File: src/design/lanczos_image_upscaler_macros.svh
// ----------------------------------------------------------------------------
// Assertion macros for the Lanczos image upscaler
// Shared property shorthands, clocked on clock and disabled in reset.
// ----------------------------------------------------------------------------
`ifndef LANCZOS_IMAGE_UPSCALER_MACROS_SVH
`define LANCZOS_IMAGE_UPSCALER_MACROS_SVH

// Same-cycle implication.
`define LCZ_ASSERT_IMP(label, ante, cons) \
   label: assert property (@(posedge clock) disable iff (reset) (ante) |-> (cons)) \
      else $error("lanczos upscaler: same-cycle property failed");

// Next-cycle implication.
`define LCZ_ASSERT_NEXT(label, ante, cons) \
   label: assert property (@(posedge clock) disable iff (reset) (ante) |=> (cons)) \
      else $error("lanczos upscaler: next-cycle property failed");

`endif

File: src/design/lcz_pkg.sv
`timescale 1ns / 1ps
// ----------------------------------------------------------------------------
// Lanczos upscaler package
// Transfer types, sequencer states and fixed datapath widths.
// ----------------------------------------------------------------------------
package lcz_pkg;

   localparam int POS_W = 10;   // scaled source position, up to 127 * 8
   localparam int IDX_W = 10;   // tap index into a row or a column
   localparam int D_W   = 14;   // signed tap offset
   localparam int WGT_W = 16;   // Q2.14 weight
   localparam int ACC_W = 28;   // per-pass accumulator

   localparam bit [63:0] PI_Q30 = 64'd3373259426;

   localparam logic CMD_WRITE = 1'b0;
   localparam logic CMD_READ  = 1'b1;

   typedef struct packed {
      logic       command;
      logic [6:0] pix_row;
      logic [6:0] pix_col;
      logic [7:0] red_in;
      logic [7:0] green_in;
      logic [7:0] blue_in;
   } req_type;

   typedef struct packed {
      logic [7:0] red_out;
      logic [7:0] green_out;
      logic [7:0] blue_out;
      logic       bad_coord;
   } rsp_type;

   typedef enum logic [2:0] {
      ST_IDLE,
      ST_SETUP,
      ST_HTAP,
      ST_HDRAIN,
      ST_VACC,
      ST_DONE
   } state_type;

   typedef struct packed {
      logic hclear;
      logic hacc;
      logic vclear;
      logic vacc;
   } mac_ctrl_type;

   typedef struct packed {
      logic [IDX_W-1:0]      lo;
      logic [IDX_W-1:0]      hi;
      logic signed [D_W-1:0] d0;
   } range_type;

endpackage

File: src/design/lcz_mac.sv
`timescale 1ns / 1ps
// ----------------------------------------------------------------------------
// Lanczos multiply-accumulate unit
// One multiplier per color lane, shared by the horizontal and vertical passes.
// ----------------------------------------------------------------------------
module lcz_mac (
   input  logic                                clock,
   input  lcz_pkg::mac_ctrl_type               ctrl,
   input  logic [23:0]                         pix_word,
   input  logic signed [lcz_pkg::WGT_W-1:0]    weight,
   output logic [23:0]                         result
);

   function automatic logic [7:0] clamp_q14(input logic signed [lcz_pkg::ACC_W-1:0] acc);
      logic signed [lcz_pkg::ACC_W-1:0] sh;
      sh = acc >>> 14;
      if (acc < 0) return 8'd0;
      if (sh > 255) return 8'd255;
      return sh[7:0];
   endfunction

   for (genvar gl = 0; gl < 3; gl++) begin : g_lane
      logic signed [lcz_pkg::ACC_W-1:0] hacc_ff, hacc_in;
      logic signed [lcz_pkg::ACC_W-1:0] vacc_ff, vacc_in;
      logic [7:0]                       oper;
      logic signed [24:0]               prod;

      // The vertical pass multiplies a finished horizontal result.
      assign oper = ctrl.vacc ? clamp_q14(hacc_ff) : pix_word[16-8*gl +: 8];
      assign prod = $signed({1'b0, oper}) * weight;

      always_comb begin
         hacc_in = hacc_ff;
         vacc_in = vacc_ff;
         if (ctrl.hacc) begin
            hacc_in = hacc_ff + lcz_pkg::ACC_W'(prod);
         end else if (ctrl.hclear) begin
            hacc_in = '0;
         end
         if (ctrl.vclear) begin
            vacc_in = '0;
         end else if (ctrl.vacc) begin
            vacc_in = vacc_ff + lcz_pkg::ACC_W'(prod);
         end
      end

      always_ff @(posedge clock) begin
         hacc_ff <= hacc_in;
         vacc_ff <= vacc_in;
      end

      assign result[16-8*gl +: 8] = clamp_q14(vacc_ff);
   end

endmodule
File: config.mk
export PLATFORM = sky130hd
export DESIGN_NAME = lcz_mac
export DESIGN_NICKNAME = d
export VERILOG_FILES = /design/src/design/lanczos_image_upscaler_macros.svh /design/src/design/lcz_pkg.sv /design/src/design/lcz_mac.sv
export SDC_FILE = /design/constraint.sdc
export NUM_CORES = 2
export LEC_CHECK = 0
export BUFFER_PORTS_ARGS = -buffer_cell sky130_fd_sc_hd__buf_2
export CORE_UTILIZATION = 60
export CTS_BUF_LIST = sky130_fd_sc_hd__clkbuf_2
export DETAILED_ROUTE_END_ITERATION = 10
export HOLD_SLACK_MARGIN = 0.05
export PLACE_DENSITY_LB_ADDON = 0.05
export SLEW_MARGIN = 0
export SYNTH_ARGS = -nofsm -noshare
export SYNTH_HDL_FRONTEND = slang
export SYNTH_SLANG_ARGS = --single-unit
File: constraint.sdc
create_clock -name clock -period 23.3 [get_ports clock]
set_clock_uncertainty 0.05 [all_clocks]
set_input_delay 4.66 -clock clock [delete_from_list [all_inputs] [get_ports clock]]
set_output_delay 4.66 -clock clock [all_outputs]
set_load 0.03 [all_outputs]
# After elaboration in Yosys (flattened, before gate mapping)
# Cells that the tools add are included.
# Widths: inputs -> output; s select.
# word_totals
regBits	168
elab_cells	77
# classes
add_sub_neg	6
n_mul	3
magnitude_cmp	12
muxes	49
reduce_logical	1
# ops
op	n
$mux 8	27
$add 28x25->28	6
$lt 28x1->1 const B	6
$mux 28	4
$gt 14x9->1 const B	6
$mul 9x16->25	3
$mux 1	18
$reduce_bool 2->1	1

# Longest topological paths before layout
# depth
ltp_word	9
depth_mapped	37
depth_no_buf	35

# Worst setup path after synthesis
# No wires, ideal clock.
# synth_path
kind	input to register
startpoint	input ctrl[0] (netlist name)
endpoint	register g_lane[1].vacc_ff[27] (netlist name)
t_arrival_ps	12164
path_slack_ps	10963
path_stages	32
n_path_buf	4
path_cell_list	clkbuf_1 inv_1 buf_1 clkbuf_1 o31ai_1 clkbuf_1 nand2_1 fa_1 inv_1 fa_1 inv_1 fa_1 fa_1 inv_1 ha_1 o21a_1 o31a_1 o211a_1 or2_2 a21oi_1 xnor2_1 ha_1 a21o_1 a21o_1 a221oi_1 o21ai_2 a211oi_1 o21bai_1 a21o_1 a21oi_1 mux2i_1 mux2_1
# synth_between
elab_chain_len	3
# synth_rtl
element	line_no	text
from (decl)	lcz_mac.sv:8	input lcz_pkg::mac_ctrl_type ctrl,
$mux 8	lcz_mac.sv:29	assign oper = ctrl.vacc ? clamp_q14(hacc_ff) : pix_word[16-8*gl +: 8];
$mul 9x16->25	lcz_mac.sv:30	assign prod = $signed({1'b0, oper}) * weight;
$add 28x25->28	lcz_mac.sv:43	vacc_in = vacc_ff + lcz_pkg::ACC_W'(prod);
to (signal assigned)	lcz_mac.sv:49	vacc_ff <= vacc_in;
to (decl)	lcz_mac.sv:24	logic signed [lcz_pkg::ACC_W-1:0] vacc_ff, vacc_in;
# Parallel ways exist; a longest one is shown, timed or not.
# A chain may end at the register's enable or synchronous reset.

# Worst setup path after layout
# layout_path
startpoint	input ctrl[0] (netlist name)
endpoint	register g_lane[1].hacc_ff[27] (netlist name), data pin
# layout_between
elab_chain_len	4
# layout_rtl
element	line_no	text
$mux 8	lcz_mac.sv:29	
$mul 9x16->25	lcz_mac.sv:30	
$add 28x25->28	lcz_mac.sv:36	hacc_in = hacc_ff + lcz_pkg::ACC_W'(prod);
$mux 28	lcz_mac.sv:35	if (ctrl.hacc) begin
to (signal assigned)	lcz_mac.sv:48	hacc_ff <= hacc_in;
to (decl)	lcz_mac.sv:23	logic signed [lcz_pkg::ACC_W-1:0] hacc_ff, hacc_in;
# Every way passes these cells.

==> results.sh <==
export IMPL_worstPathRequired_ps=24160
export IMPL_crit_fanout=53
export IMPL_worst_pin_slew_ps=1200
export IMPL_startpoint_type="input port"
export IMPL_initial_core_util=0.611
export IMPL_wl_met1_mm=29.3
export IMPL_gp_congestion=0.927
export IMPL_via_count=22300
export IMPL_clockRootBuffer="clkbuf_2"
export IMPL_crit_family="compound AO/OA/AOI/OAI gates"
export IMPL_critPathMaxStageDelay_ps=1080
export IMPL_cts_buffer_depth=2
export IMPL_die_w_um=217
export IMPL_setup_tns_ps=0
export IMPL_synth_cells=3278
export IMPL_clock_sinks=168
export IMPL_cts_htree_levels=4
export IMPL_ys_warn_count=0
export IMPL_worst_path_buf_inv=6
export IMPL_grt_pass1_wl_mm=110
export IMPL_grt_pass1_vias=22200
export IMPL_cts_hold_buffers=0
export IMPL_hpwl_mm=51.8
export IMPL_syn_area_per_cell_sq_um=8.49
export IMPL_outcome="finished clean"
export IMPL_synthToLayoutAreaGrowth_pct=4.73
export IMPL_clock_fmax_mhz=75.8
export IMPL_yosys_area_top_type="fa_1"
export IMPL_die_area_sq_um=47200
export IMPL_yosys_area_share_simple=0.181
export IMPL_yosys_top_cells_area="fa_1 22%, ha_1 14%, edfxtp_1 9.1%"
export IMPL_ys_top_cells_by_count="490 x inv_1, 318 x ha_1, 313 x nor2_1"
export IMPL_ys_seq_elements=168
export IMPL_min_period_ps=13190
export IMPL_drc_errors=0
export IMPL_synth_edf_count=84
export IMPL_slew_viol_final=0
export IMPL_async_flop_share=0
export IMPL_synth_top_area_frac=0.224
export IMPL_drtAntennaViolNets=0
export IMPL_synthAdderAreaFrac=0.367
export IMPL_cp_data_arrival_time_ps=14050
export IMPL_top_layer="met5"
export IMPL_wl_met3_mm=3.08
export IMPL_synthXorXnorAreaFrac=0.0603
export IMPL_port_buffers=68
export IMPL_cts_buffers=17
export IMPL_postCtsSetupBuffers=0
export IMPL_cp_common_cell="fa_1"
export IMPL_nets=3967
export IMPL_yosysMostFrequentCell="inv_1"
export IMPL_ys_flop_type="edfxtp_1"
export IMPL_ys_seq_area_frac=0.151
export IMPL_wl_per_cell_um=17.0
export IMPL_die_h_um=217
export IMPL_grt_usage=0.291
export IMPL_wl_mm=66.4
export IMPL_layout_drive_gt1_share=0.0523
export IMPL_synth_fp_nets=3953
export IMPL_slew_headroom=0.196
export IMPL_ios=69
export IMPL_grt_max_degree=68
export IMPL_maxCapViolCount=0
export IMPL_grt_antenna_before_repair=5
export IMPL_clk_latency_ps=1140
export IMPL_first_pass_iters=5
export IMPL_postCtsResizedCells=0
export IMPL_hold_violations=0
export IMPL_synthMuxAreaShare=0.0220
export IMPL_netlist_area_sq_um=27800
export IMPL_end_kind="register"
export IMPL_core_area_sq_um=45600
export IMPL_first_iter_violations=1182
export IMPL_wl_met2_mm=32.3
export IMPL_finalSetupViolCount=0
export IMPL_row_count=78
export IMPL_via_per_inst=5.69
export IMPL_clk_pin_slew_ps=280
export IMPL_cts_tree="built"
export IMPL_yosysUniqueCellTypes=83
export IMPL_hold_path_class="reg -> reg"
export IMPL_slowest_stage="o31ai_2"
export IMPL_rsz0062_at_grt="no"
export IMPL_min_period_over_period=0.566
export IMPL_grt_overflow=0
export IMPL_synth_top_family_by_area="adder cells"
export IMPL_synth_compound_area_frac=0.138
export IMPL_worstSetupPathType="in -> reg"
-- routing by layer --
layer | vias up | track usage
li1 | 10800 | -
met1 | 10900 | 0.373
met2 | 504 | 0.500
met3 | 99 | 0.0465
met4 | 2 | 0.0974
met5 | - | 0
-- final cells by class --
| cell class | count | area (sq um) |
|---|---|---|
| Clock inverter | 15 | 223 |
| Timing Repair Buffer | 97 | 563 |
| Antenna cell | 7 | 17.5 |
| Sequential cell | 168 | 4200 |
| Multi-Input combinational cell | 2518 | 21500 |
| Fill cell | 3996 | 16400 |
| Tap cell | 600 | 751 |
| Inverter | 490 | 1840 |
| Clock buffer | 17 | 85.1 |
-- worst paths after layout --
check                                           start               endpoint  slack [ps]  cells past startpoint
worst max-delay path                          ctrl[0]  g_lane[1].hacc_ff[27]       10110                     29
worst min-delay path            g_lane[0].vacc_ff[26]  g_lane[0].vacc_ff[26]         440                      2
worst max register to register  g_lane[1].hacc_ff[24]  g_lane[1].hacc_ff[27]       14720                     29
worst min register to register  g_lane[0].vacc_ff[26]  g_lane[0].vacc_ff[26]         440                      2
-- stage by stage --
stage	cell area (sq um)	hold WS, ps	setup WS (ps)	std cells	util
floorplan	27800	393	10960	3278	-
global placement	28800	405	9250	3873	0.632
detailed placement	28800	415	9030	3873	0.632
CTS	29100	441	10270	3905	0.639
global route	29100	469	9700	3911	0.639
finish	29100	435	10110	3912	0.640
-- cells by family after synthesis --
group / after synthesis
adder cells (fa/ha/maj): 630
AND/OR/NAND/NOR: 1054
buffers and inverters: 592
XOR/XNOR: 190
AO/OA/AOI/OAI: 583
multiplexers: 61
flip-flops: 168
-- state kept, by name (all words and copies together) (netlist names) --
register        cells
g_lane.vacc_ff     84
g_lane.hacc_ff     84
-- worst reg2reg max path, delay by kind of cell (launching register included) --
family | cells | cell delay, ps
adder cells (fa/ha/maj) | 6 | 2780
buffers and inverters | 3 | 160
AND/OR/NAND/NOR | 8 | 1370
XOR/XNOR | 1 | 220
flip-flops | 1 | 470
AO/OA/AOI/OAI | 11 | 3310
-- layout by cell type (no fill, tap or decap), drive strengths merged, types with 6 or more instances in the layout --
cell type  netlist  routed
a211oi          36      36
a21o            84      84
a21oi          187     187
a31oi           14      14
and2           108     108
and3            24      24
buf             16      97
clkbuf          86      17
clkinv           0       8
dfxtp           84      84
diode            0       7
edfxtp          84      84
fa             312     312
ha             318     318
inv            490     492
mux2i           59      59
nand2          275     275
nand2b          35      35
nand3           37      37
nand4           10      10
nor2           313     313
nor2b          151     151
nor3            55      55
nor3b            8       8
o211ai           7       7
o21a            29      29
o21ai           90      90
o21bai          38      38
o22ai            7       7
o31a             8       8
o31ai           25      25
o41ai            6       6
or2              9       9
or3             13      13
xnor2          140     140
xor2            49      49
Power is left out: the tool's default activity adds up to more than one toggle a clock period on the data nets, which glitch-free logic cannot reach.
